$ cat config.mk
export PLATFORM = sky130hd
export DESIGN_NAME = triangle_barycentric_rasterizer_top
export DESIGN_NICKNAME = d
export VERILOG_FILES = /design/src/rtl/tbr_pkg.sv /design/src/rtl/tbr_div.sv /design/src/rtl/triangle_barycentric_rasterizer_top.sv
export SDC_FILE = /design/constraint.sdc
export NUM_CORES = 2
export LEC_CHECK = 0
export BUFFER_PORTS_ARGS = -buffer_cell sky130_fd_sc_hd__buf_2
export CAP_MARGIN = 10
export CORE_MARGIN = 8
export CORE_UTILIZATION = 55
export DETAILED_ROUTE_END_ITERATION = 7
export GPL_TIMING_DRIVEN = 0
export HOLD_SLACK_MARGIN = 0.12
export PLACE_DENSITY = 0.72
export SYNTH_ARGS = -nofsm -noshare
export SYNTH_HDL_FRONTEND = slang
export SYNTH_HIERARCHICAL = 1
export SYNTH_SLANG_ARGS = --single-unit
$ cat constraint.sdc
create_clock -name clk -period 29.3 [get_ports clk]
set_clock_uncertainty 0.1 [all_clocks]
set_input_delay 0 -clock clk [delete_from_list [all_inputs] [get_ports clk]]
set_output_delay 0 -clock clk [all_outputs]
set_load 0.05 [all_outputs]
$ cat src/rtl/tbr_pkg.sv
// Shared types, constants and helpers for the triangle rasterizer.
// No dependencies; imported by tbr_div and the top level.
`timescale 1ns / 1ps

package tbr_pkg;

    localparam int COORD_FRAC_BITS = 4;

    // divider widths: |cross| << 16 over |area|
    localparam int DIVIDEND_W = 52;
    localparam int DIVISOR_W  = 36;
    localparam int DIV_CNT_W  = $clog2(DIVIDEND_W);

    localparam logic [1:0] CFG_SCREEN_WIDTH  = 2'd0;
    localparam logic [1:0] CFG_SCREEN_HEIGHT = 2'd1;
    localparam logic [1:0] CFG_EDGE_TOL      = 2'd2;

    localparam logic OP_LOAD = 1'b0;
    localparam logic OP_STEP = 1'b1;

    localparam logic signed [17:0] WEIGHT_ONE = 18'sd65536;
    localparam logic signed [17:0] WEIGHT_NEG_ONE = -18'sd65536;

    // one pixel in coordinate units, and the smallest usable |area|
    localparam logic signed [17:0] ONE_PIX = 18'sd1 <<< COORD_FRAC_BITS;
    localparam logic signed [35:0] AREA_MIN = 36'sd1 <<< (2 * COORD_FRAC_BITS);

    typedef enum logic [4:0] {
        ST_IDLE,
        ST_AREA0,
        ST_AREA1,
        ST_AREA2,
        ST_CROSS0,
        ST_CROSS1,
        ST_CROSS2,
        ST_CROSS3,
        ST_CROSS4,
        ST_DIV_U,
        ST_DIV_V,
        ST_WEIGHT,
        ST_DEPTH0,
        ST_DEPTH1,
        ST_DEPTH2,
        ST_DEPTH3,
        ST_EMIT
    } tbr_state_t;

    function automatic logic signed [17:0] min2(input logic signed [17:0] a,
                                                input logic signed [17:0] b);
        return (a < b) ? a : b;
    endfunction

    function automatic logic signed [17:0] max2(input logic signed [17:0] a,
                                                input logic signed [17:0] b);
        return (a > b) ? a : b;
    endfunction

    function automatic logic signed [17:0] sat_weight(input logic signed [54:0] v);
        logic signed [17:0] r;
        if (v > 55'sd131071)
            r = 18'sd131071;
        else if (v < -55'sd131072)
            r = -18'sd131072;
        else
            r = v[17:0];
        return r;
    endfunction

    function automatic logic signed [31:0] sat_depth(input logic signed [35:0] v);
        logic signed [31:0] r;
        if (v > 36'sd2147483647)
            r = 32'sh7FFFFFFF;
        else if (v < -36'sd2147483648)
            r = 32'sh80000000;
        else
            r = v[31:0];
        return r;
    endfunction

endpackage

$ cat src/rtl/tbr_div.sv
// Radix-2 restoring divider, one quotient bit per cycle.
// Depends on tbr_pkg for operand widths.
`timescale 1ns / 1ps

module tbr_div
    import tbr_pkg::*;
(
    input  logic                  clk,
    input  logic                  rst_n,
    input  logic                  start,
    input  logic [DIVIDEND_W-1:0] dividend,
    input  logic [DIVISOR_W-1:0]  divisor,
    output logic                  done,
    output logic [DIVIDEND_W-1:0] quotient
);

    logic [DIVISOR_W-1:0]  rem_reg;
    logic [DIVIDEND_W-1:0] dq_reg;
    logic [DIV_CNT_W-1:0]  cnt_reg;
    logic                  busy_reg;
    logic                  done_reg;

    logic [DIVISOR_W:0]    trial;
    logic [DIVISOR_W:0]    diff;

    assign trial = {rem_reg, dq_reg[DIVIDEND_W-1]};
    assign diff  = trial - {1'b0, divisor};

    always_ff @(posedge clk or negedge rst_n)
    begin
        if (!rst_n)
        begin
            busy_reg <= 1'b0;
            done_reg <= 1'b0;
            cnt_reg  <= '0;
        end
        else if (start)
        begin
            busy_reg <= 1'b1;
            done_reg <= 1'b0;
            cnt_reg  <= '0;
        end
        else if (busy_reg)
        begin
            cnt_reg <= cnt_reg + 1'b1;
            if (cnt_reg == DIV_CNT_W'(DIVIDEND_W - 1))
            begin
                busy_reg <= 1'b0;
                done_reg <= 1'b1;
            end
        end
        else
        begin
            done_reg <= 1'b0;
        end
    end

    // shift dividend out, quotient bits in
    always_ff @(posedge clk)
    begin
        if (start)
        begin
            rem_reg <= '0;
            dq_reg  <= dividend;
        end
        else if (busy_reg)
        begin
            if (!diff[DIVISOR_W])
            begin
                rem_reg <= diff[DIVISOR_W-1:0];
                dq_reg  <= {dq_reg[DIVIDEND_W-2:0], 1'b1};
            end
            else
            begin
                rem_reg <= trial[DIVISOR_W-1:0];
                dq_reg  <= {dq_reg[DIVIDEND_W-2:0], 1'b0};
            end
        end
    end

    assign done     = done_reg;
    assign quotient = dq_reg;

endmodule

$ cat src/rtl/triangle_barycentric_rasterizer_top.sv
// Sequence: a load computes the area; a step forms the cross products, runs two
// divisions in tbr_div, weights, depth if covered; finished or degenerate steps emit.
// Throughput: one item at a time; in_stall stays high until the beat is in
// the output register, so the next beat can be taken from then on.
// Reset: rst_n async low; registers return to 800/800/4588, walk finished,
// triangle degenerate, no output beat pending.
`timescale 1ns / 1ps

module triangle_barycentric_rasterizer_top
    import tbr_pkg::*;
(
    input  logic               clk,
    input  logic               rst_n,
    // config write port
    input  logic               cfg_write,
    input  logic [1:0]         cfg_index,
    input  logic [15:0]        cfg_data,
    // input channel
    input  logic               in_valid,
    output logic               in_stall,
    input  logic               operation,
    input  logic signed [15:0] ax,
    input  logic signed [15:0] ay,
    input  logic signed [31:0] az,
    input  logic signed [15:0] bx,
    input  logic signed [15:0] by,
    input  logic signed [31:0] bz,
    input  logic signed [15:0] cx,
    input  logic signed [15:0] cy,
    input  logic signed [31:0] cz,
    // output channel
    output logic               out_valid,
    input  logic               out_stall,
    output logic [14:0]        pixel_x,
    output logic [14:0]        pixel_y,
    output logic               covered,
    output logic signed [31:0] depth,
    output logic signed [17:0] weight_u,
    output logic signed [17:0] weight_v,
    output logic signed [17:0] weight_w,
    output logic               box_done
);

    // ------------------------------------------------------------------
    // configuration registers
    // ------------------------------------------------------------------
    logic [11:0] width_reg;
    logic [11:0] height_reg;
    logic [15:0] tol_reg;

    always_ff @(posedge clk or negedge rst_n)
    begin
        if (!rst_n)
        begin
            width_reg  <= 12'd800;
            height_reg <= 12'd800;
            tol_reg    <= 16'd4588;
        end
        else if (cfg_write)
        begin
            unique case (cfg_index)
                CFG_SCREEN_WIDTH:  width_reg  <= cfg_data[11:0];
                CFG_SCREEN_HEIGHT: height_reg <= cfg_data[11:0];
                CFG_EDGE_TOL:      tol_reg    <= cfg_data;
                default:           ;
            endcase
        end
    end

    // ------------------------------------------------------------------
    // sequencer state and handshake
    // ------------------------------------------------------------------
    tbr_state_t state_reg, state_next;
    logic       accept;
    logic       out_free;

    assign in_stall = (state_reg != ST_IDLE);
    assign accept   = in_valid && !in_stall;
    assign out_free = !out_valid || !out_stall;

    // ------------------------------------------------------------------
    // triangle and walk state
    // ------------------------------------------------------------------
    logic signed [15:0] x0_reg, y0_reg;
    logic signed [31:0] z0_reg, z1_reg, z2_reg;
    logic signed [16:0] abx_reg, acx_reg, aby_reg, acy_reg;
    logic signed [17:0] lo_y_reg, hi_x_reg, hi_y_reg;
    logic signed [17:0] walk_x_reg, walk_y_reg;
    logic signed [35:0] area_reg;
    logic               degen_reg;
    logic               finished_reg;

    // staged result of the item in flight
    logic               live_reg;      // step that visits a position
    logic               st_cov_reg;
    logic signed [31:0] st_depth_reg;
    logic signed [17:0] st_wu_reg, st_wv_reg, st_ww_reg;
    logic               st_done_reg;

    // working registers of the shared unit
    logic signed [49:0] prod_reg;
    logic signed [51:0] acc_reg;
    logic signed [35:0] crx_reg, cry_reg;
    logic signed [52:0] qu_reg, qv_reg;

    // ------------------------------------------------------------------
    // load-time box: min/max over three vertices, clamp to screen
    // ------------------------------------------------------------------
    logic signed [17:0] ax18, ay18, bx18, by18, cx18, cy18;
    logic signed [17:0] lim_x, lim_y;
    logic signed [17:0] new_lo_x, new_lo_y, new_hi_x, new_hi_y;
    logic               new_fin;

    assign ax18 = {{2{ax[15]}}, ax};
    assign ay18 = {{2{ay[15]}}, ay};
    assign bx18 = {{2{bx[15]}}, bx};
    assign by18 = {{2{by[15]}}, by};
    assign cx18 = {{2{cx[15]}}, cx};
    assign cy18 = {{2{cy[15]}}, cy};

    assign lim_x = ($signed({6'd0, width_reg}) - 18'sd1) <<< COORD_FRAC_BITS;
    assign lim_y = ($signed({6'd0, height_reg}) - 18'sd1) <<< COORD_FRAC_BITS;

    assign new_lo_x = max2(18'sd0, min2(lim_x, min2(ax18, min2(bx18, cx18))));
    assign new_hi_x = min2(lim_x, max2(18'sd0, max2(ax18, max2(bx18, cx18))));
    assign new_lo_y = max2(18'sd0, min2(lim_y, min2(ay18, min2(by18, cy18))));
    assign new_hi_y = min2(lim_y, max2(18'sd0, max2(ay18, max2(by18, cy18))));
    assign new_fin  = (new_lo_x > new_hi_x) || (new_lo_y > new_hi_y);

    // ------------------------------------------------------------------
    // per-position terms
    // ------------------------------------------------------------------
    logic signed [17:0] pax18, pay18;
    logic signed [16:0] pax, pay;

    assign pax18 = {{2{x0_reg[15]}}, x0_reg} - walk_x_reg;
    assign pay18 = {{2{y0_reg[15]}}, y0_reg} - walk_y_reg;
    assign pax   = pax18[16:0];
    assign pay   = pay18[16:0];

    // ------------------------------------------------------------------
    // shared multiplier, product registered every cycle
    // ------------------------------------------------------------------
    logic signed [17:0] mul_a;
    logic signed [31:0] mul_b;
    logic signed [49:0] mul_p;
    logic signed [51:0] prod_ext;

    assign mul_p    = mul_a * mul_b;
    assign prod_ext = {{2{prod_reg[49]}}, prod_reg};

    always_ff @(posedge clk)
    begin
        prod_reg <= mul_p;
    end

    // ------------------------------------------------------------------
    // shared divider
    // ------------------------------------------------------------------
    logic                  div_start;
    logic [DIVIDEND_W-1:0] div_num;
    logic [DIVISOR_W-1:0]  div_den;
    logic                  div_done;
    logic [DIVIDEND_W-1:0] div_quot;
    logic [35:0]           crx_mag, cry_mag;

    assign crx_mag = crx_reg[35] ? 36'(-crx_reg) : crx_reg;
    assign cry_mag = cry_reg[35] ? 36'(-cry_reg) : cry_reg;
    assign div_den = area_reg[35] ? 36'(-area_reg) : area_reg;

    tbr_div u_div (
        .clk      (clk),
        .rst_n    (rst_n),
        .start    (div_start),
        .dividend (div_num),
        .divisor  (div_den),
        .done     (div_done),
        .quotient (div_quot)
    );

    logic               neg_q;
    logic signed [52:0] q_signed;

    // sign of the quotient: sign of the numerator under test xor sign of the area
    assign neg_q    = ((state_reg == ST_DIV_U) ? crx_reg[35] : cry_reg[35]) ^ area_reg[35];
    assign q_signed = neg_q ? -$signed({1'b0, div_quot}) : $signed({1'b0, div_quot});

    // ------------------------------------------------------------------
    // weights and coverage
    // ------------------------------------------------------------------
    logic signed [54:0] qw;
    logic signed [17:0] wu, wv, ww;
    logic signed [18:0] ntol;
    logic               cov;

    assign qw   = 55'sd65536 - {{2{qu_reg[52]}}, qu_reg} - {{2{qv_reg[52]}}, qv_reg};
    assign wu   = sat_weight({{2{qu_reg[52]}}, qu_reg});
    assign wv   = sat_weight({{2{qv_reg[52]}}, qv_reg});
    assign ww   = sat_weight(qw);
    assign ntol = -$signed({3'd0, tol_reg});
    assign cov  = !(($signed({wu[17], wu}) < ntol) || ($signed({wv[17], wv}) < ntol)
                    || ($signed({ww[17], ww}) < ntol));

    logic signed [51:0] depth_sum;
    assign depth_sum = acc_reg + prod_ext;

    // signed area of the triangle as it leaves the shared multiplier
    logic signed [35:0] area_new;
    assign area_new = acc_reg[35:0] - prod_reg[35:0];

    // ------------------------------------------------------------------
    // next state
    // ------------------------------------------------------------------
    always_comb
    begin
        state_next = state_reg;
        unique case (state_reg)
            ST_IDLE:
            begin
                if (accept)
                begin
                    if (operation == OP_LOAD)
                        state_next = ST_AREA0;
                    else if (finished_reg || degen_reg)
                        state_next = ST_EMIT;
                    else
                        state_next = ST_CROSS0;
                end
            end
            ST_AREA0:  state_next = ST_AREA1;
            ST_AREA1:  state_next = ST_AREA2;
            ST_AREA2:  state_next = ST_EMIT;
            ST_CROSS0: state_next = ST_CROSS1;
            ST_CROSS1: state_next = ST_CROSS2;
            ST_CROSS2: state_next = ST_CROSS3;
            ST_CROSS3: state_next = ST_CROSS4;
            ST_CROSS4: state_next = ST_DIV_U;
            ST_DIV_U:  if (div_done) state_next = ST_DIV_V;
            ST_DIV_V:  if (div_done) state_next = ST_WEIGHT;
            ST_WEIGHT: state_next = cov ? ST_DEPTH0 : ST_EMIT;
            ST_DEPTH0: state_next = ST_DEPTH1;
            ST_DEPTH1: state_next = ST_DEPTH2;
            ST_DEPTH2: state_next = ST_DEPTH3;
            ST_DEPTH3: state_next = ST_EMIT;
            ST_EMIT:   if (out_free) state_next = ST_IDLE;
            default:   state_next = ST_IDLE;
        endcase
    end

    always_ff @(posedge clk or negedge rst_n)
    begin
        if (!rst_n)
            state_reg <= ST_IDLE;
        else
            state_reg <= state_next;
    end

    // ------------------------------------------------------------------
    // per-state operand selection for the shared units
    // ------------------------------------------------------------------
    always_comb
    begin
        mul_a     = '0;
        mul_b     = '0;
        div_start = 1'b0;
        div_num   = {crx_mag, 16'd0};
        unique case (state_reg)
            ST_AREA0:
            begin
                mul_a = {abx_reg[16], abx_reg};
                mul_b = {{15{acy_reg[16]}}, acy_reg};
            end
            ST_AREA1:
            begin
                mul_a = {acx_reg[16], acx_reg};
                mul_b = {{15{aby_reg[16]}}, aby_reg};
            end
            ST_CROSS0:
            begin
                mul_a = {acx_reg[16], acx_reg};
                mul_b = {{15{pay[16]}}, pay};
            end
            ST_CROSS1:
            begin
                mul_a = {pax[16], pax};
                mul_b = {{15{acy_reg[16]}}, acy_reg};
            end
            ST_CROSS2:
            begin
                mul_a = {pax[16], pax};
                mul_b = {{15{aby_reg[16]}}, aby_reg};
            end
            ST_CROSS3:
            begin
                mul_a = {abx_reg[16], abx_reg};
                mul_b = {{15{pay[16]}}, pay};
            end
            ST_CROSS4:
            begin
                div_start = 1'b1;
            end
            ST_DIV_U:
            begin
                div_start = div_done;
                div_num   = {cry_mag, 16'd0};
            end
            ST_DEPTH0:
            begin
                mul_a = st_ww_reg;
                mul_b = z0_reg;
            end
            ST_DEPTH1:
            begin
                mul_a = st_wu_reg;
                mul_b = z1_reg;
            end
            ST_DEPTH2:
            begin
                mul_a = st_wv_reg;
                mul_b = z2_reg;
            end
            default: ;
        endcase
    end

    // ------------------------------------------------------------------
    // control registers
    // ------------------------------------------------------------------
    always_ff @(posedge clk or negedge rst_n)
    begin
        if (!rst_n)
        begin
            degen_reg    <= 1'b1;
            finished_reg <= 1'b1;
            out_valid    <= 1'b0;
        end
        else
        begin
            // load a new beat, or drop the one the receiver just took
            if (state_reg == ST_EMIT && out_free)
                out_valid <= 1'b1;
            else if (!out_stall)
                out_valid <= 1'b0;

            if (accept && operation == OP_LOAD)
                finished_reg <= new_fin;
            else if (state_reg == ST_EMIT && out_free && live_reg
                     && walk_y_reg + ONE_PIX > hi_y_reg
                     && walk_x_reg + ONE_PIX > hi_x_reg)
                finished_reg <= 1'b1;

            if (state_reg == ST_AREA2)
                degen_reg <= (area_new < AREA_MIN) && (area_new > -AREA_MIN);
        end
    end

    // ------------------------------------------------------------------
    // datapath registers
    // ------------------------------------------------------------------
    always_ff @(posedge clk)
    begin
        if (accept)
        begin
            live_reg     <= (operation == OP_STEP) && !finished_reg;
            st_cov_reg   <= 1'b0;
            st_depth_reg <= '0;
            st_wu_reg    <= '0;
            st_wv_reg    <= '0;
            st_ww_reg    <= '0;
            st_done_reg  <= 1'b1;
            if (operation == OP_LOAD)
            begin
                x0_reg      <= ax;
                y0_reg      <= ay;
                z0_reg      <= az;
                z1_reg      <= bz;
                z2_reg      <= cz;
                abx_reg     <= {bx[15], bx} - {ax[15], ax};
                acx_reg     <= {cx[15], cx} - {ax[15], ax};
                aby_reg     <= {by[15], by} - {ay[15], ay};
                acy_reg     <= {cy[15], cy} - {ay[15], ay};
                lo_y_reg    <= new_lo_y;
                hi_x_reg    <= new_hi_x;
                hi_y_reg    <= new_hi_y;
                walk_x_reg  <= new_lo_x;
                walk_y_reg  <= new_lo_y;
                st_done_reg <= new_fin;
            end
            else if (!finished_reg && degen_reg)
            begin
                // degenerate triangle: fixed weights, never covered
                st_wu_reg <= WEIGHT_NEG_ONE;
                st_wv_reg <= WEIGHT_ONE;
                st_ww_reg <= WEIGHT_ONE;
            end
        end

        unique case (state_reg)
            ST_AREA1, ST_CROSS1, ST_CROSS3, ST_DEPTH1: acc_reg <= prod_ext;
            ST_AREA2:  area_reg <= area_new;
            ST_CROSS2: crx_reg  <= acc_reg[35:0] - prod_reg[35:0];
            ST_CROSS4: cry_reg  <= acc_reg[35:0] - prod_reg[35:0];
            ST_DIV_U:  if (div_done) qu_reg <= q_signed;
            ST_DIV_V:  if (div_done) qv_reg <= q_signed;
            ST_WEIGHT:
            begin
                st_wu_reg  <= wu;
                st_wv_reg  <= wv;
                st_ww_reg  <= ww;
                st_cov_reg <= cov;
            end
            ST_DEPTH2: acc_reg <= depth_sum;
            ST_DEPTH3: st_depth_reg <= sat_depth(depth_sum[51:16]);
            default: ;
        endcase

        // hand the beat to the output register and advance the walk
        if (state_reg == ST_EMIT && out_free)
        begin
            covered  <= st_cov_reg;
            depth    <= st_depth_reg;
            weight_u <= st_wu_reg;
            weight_v <= st_wv_reg;
            weight_w <= st_ww_reg;
            if (live_reg)
            begin
                pixel_x  <= walk_x_reg[14:0];
                pixel_y  <= walk_y_reg[14:0];
                box_done <= (walk_x_reg + ONE_PIX > hi_x_reg)
                            && (walk_y_reg + ONE_PIX > hi_y_reg);
                if (walk_y_reg + ONE_PIX <= hi_y_reg)
                    walk_y_reg <= walk_y_reg + ONE_PIX;
                else
                begin
                    walk_y_reg <= lo_y_reg;
                    if (walk_x_reg + ONE_PIX <= hi_x_reg)
                        walk_x_reg <= walk_x_reg + ONE_PIX;
                end
            end
            else
            begin
                pixel_x  <= '0;
                pixel_y  <= '0;
                box_done <= st_done_reg;
            end
        end
    end

endmodule

==> summary.md <==
The tool flagged a number of max-cap violations equal to 0. In the detailed route, the total length drawn on met3 is 32,300 microns. The largest individual stage delay along the critical path comes from the cell nor2_1.

The count of vias placed by the detailed router came out at 71,708. The most frequently used flop master after synthesis is edfxtp_1. The count of warnings emitted by yosys is 6. The cts-stage hold buffer count came out at 424. The tools report the CTS sink count as 950.

Setup repair after global routing left no endpoint under its margin. After detailed placement, the total cell area comes to 87,400 sq um. The count of buffers from port buffering came out at 335. The design area came out at 95,500 sq um. The die covers 163,000 sq um. The number of hold violations in the final report is 0, and the post-route fraction of the period consumed by the critical path is 44.2%.

In the final layout, the share of cells above drive strength 1 is 8.16%. Counting flops with a built-in enable in the synthesized netlist gives 780. Based on the critical path, the design can be clocked at up to 77.2 MHz. Counting the fill cells in the layout gives 12,187. The most critical setup path has its endpoint at prod_reg[44]$_DFF_P_.

Synthesis produced a netlist whose cell count is 8,606. The root buffer cell is clkbuf_16. For this block, wires on met1 add up to 117,000 microns. Category of the critical setup timing path: reg2reg.

The number of global-route vias before repair was 71,300; the synthesis-to-layout area growth was 15.7%. The path depth of the worst reg2reg path was 33. TritonCTS built the clock tree.

In this run the register-to-register setup slack is 16,350 ps. The checks that failed: design-rule violations. Clock-pin slew was measured on the worst setup and hold paths at 60 ps. Counting the buffers created by CTS gives 106. The tools report the worst reg2reg path startpoint as state_reg[3]$_DFFE_PN0P_. In this run the remaining antenna-violating nets after routing total 0. The number of library cell types mapped by synthesis is 92.

Cells fill 63.9% of the core in the end. The core region is 149,000 sq um. The overall die width works out to 403 microns. The combined area of all synthesized cells was 82,500 sq um; the number of iterations in the first detailed-routing pass was 8.

The run gives 55.2% as the effective utilization at floorplan. Of all flip-flops after synthesis, the portion carrying an async set or reset was 5.89%. The tools report the final estimated routing congestion in global placement as 1.02. The post-CTS setup buffer count is 0. The largest net degree at the start of global routing is 71, and the final-report max-slew violation count is 0. The global-route wire length before repair is 451,000 microns. In this run, synthesis produced a sequential element count of 950. Tracing the worst setup path back leads to its startpoint at state_reg[3]$_DFFE_PN0P_.

The number of remaining DRC errors is 14, and the delay contributed by the slowest stage of the critical path is 1180 ps. For the H-tree level count, the log shows 3. For the number of antenna violations at the first check in global routing, the log shows 17. After global routing the overflow that remains totals 0. The final period demand of the worst path is 12,950 ps, and the I/O pin count is 336.

The most common library cell in the layout ignoring fill and taps was inv_1. The flow ran to the end, but the final reports show violations. Slew at the pin with the worst max-slew slack: 1480 ps.

For the portion of the post-synthesis area used by sequential elements, the log shows 32.9%. For the global-route usage over all layers, the log shows 36.7%. For the final routed database, the setup TNS stands at 0 ps. Average wire per standard cell: 26.4 microns. The most numerous cell type found on the critical path is fa_1. For the total number of placement rows, the log shows 142. Top metal layer carrying routed signals: met5. The total length of routed met2 wires was 134,000 microns. In this run the tightest slew margin relative to its limit is 1.32%. Summed over all nets, the half-perimeter wirelength after detailed placement is 242,000 microns. Clock latency on the worst-skew pair, taken at its later pin, is 790 ps. No sink is reached through more buffers than the 3 on the longest clock path. The vertical extent of the die works out to 403 microns.

For the number of nets in the finished design, the log shows 11,045. For the first-iteration detailed-routing DRC count, the log shows 7,955. The endpoint identified for the worst register-to-register timing path is prod_reg[44]$_DFF_P_.

The routed design has 308,000 microns of wire. Along the worst path, the maximum fanout reaches 10. Worst min-delay path category: in2reg. Data on the critical path arrives at its endpoint at 13,450 ps. Setup violations remaining at the end of the flow were counted as 0. The mean cell area of the mapped netlist works out to 9.58 sq um.

Type of element launching the critical path: a flip-flop. In the layout the commonest cells are inv_1, nand2_1, edfxtp_1, ha_1, nor2_1. Number of vias per cell after detailed routing: 6.15. The worst setup path is captured at a flip-flop. For the worst setup path, the data required time is 29,800 ps.

Gates resized during post-CTS repair numbered 0.
==> final cells by class <==
class	count	area (sq um)	area share [%]
timing repair buffer	808	6580	6.90
multi-input combinational	6203	49900	52.3
clock inverter	72	898	0.941
inverter	1145	4300	4.50
sequential	950	27100	28.4
buffer	323	1280	1.34
clock buffer	129	2800	2.93
antenna	11	27.5	0.0288
tap	2016	2520	2.64
==> worst max-delay path: cells and delay by family, from the launching register on <==
family | cells | cell delay [ps]
adder cells (fa/ha/maj) | 7 | 3580
AO/OA/AOI/OAI | 13 | 3190
buffers and inverters | 7 | 2780
AND/OR/NAND/NOR | 6 | 2760
flip-flops | 1 | 360
==> kinds of logic after synthesis <==
family / synth area share (%)
other cells: 0.00455
simple gates: 14.0
mux: 2.96
xor+xnor: 4.64
flops: 32.9
buf+inv: 6.76
fa+ha+maj: 24.7
compound gates: 14.0
==> worst min-delay path by stage <==
stage                           endpoint         start  depth (start not counted)  slack, ps
2_1_floorplan  height_reg[0]$_DFFE_PN0P_         rst_n                          0       -400
3_3_place_gp        z0_reg[25]$_DFFE_PP_        az[25]                          1         80
3_5_place_dp   height_reg[0]$_DFFE_PN0P_         rst_n                          1         60
4_1_cts        width_reg[11]$_DFFE_PN0P_  cfg_index[0]                          4        150
5_1_grt         width_reg[4]$_DFFE_PN0P_  cfg_index[1]                          4        190
6_report       width_reg[11]$_DFFE_PN0P_  cfg_index[0]                          4        170
==> metrics by stage <==
step / setup WS [ps] / cells / hold WS [ps]
4_1_cts: 16640 / 11641 / 153
6_report: 16350 / 11657 / 175
5_1_grt: 15820 / 11648 / 188
2_1_floorplan: 19520 / 8621 / -396
3_3_place_gp: 14080 / 10972 / 77.6
3_5_place_dp: 16460 / 11016 / 61.1
==> routing by layer <==
| metal | vias to the layer above | GRT usage (%) |
|---|---|---|
| met5 | - | 0 |
| met3 | 863 | 8.24 |
| met2 | 4161 | 56.8 |
| met4 | 2 | 23.8 |
| li1 | 31698 | - |
| met1 | 34984 | 46.5 |
==> Yosys cell counts, types with 42 or more instances <==
cell      number  area share [%]
nand2_1      888             4.0
clkbuf_1     286             1.3
nand4_1      115            0.87
edfxtp_1     780              28
ha_1         729              11
nand2b_1      85            0.64
a222oi_1      42            0.51
nor2b_1      141             1.1
o31ai_1       51            0.46
a211oi_1      74            0.67
nor3_1       111            0.67
o21ai_0      433             2.6
nor4_1        71            0.54
dfxtp_1      114             2.8
mux2i_1      121             1.5
and2_1        73            0.55
a21boi_0      62            0.56
fa_1         563              14
o21a_1        64            0.58
and3_1        45            0.34
xnor2_1      275             2.9
inv_1       1142             5.2
nor2_1       575             2.6
mux2_2       109             1.5
a21oi_1      457             2.8
xor2_1       159             1.7
or3_1         49            0.37
nand3_1      142            0.86
a21o_1       213             1.9
Power is left out: the tool's default activity adds up to more than one toggle a clock period on the data nets, which glitch-free logic cannot reach.
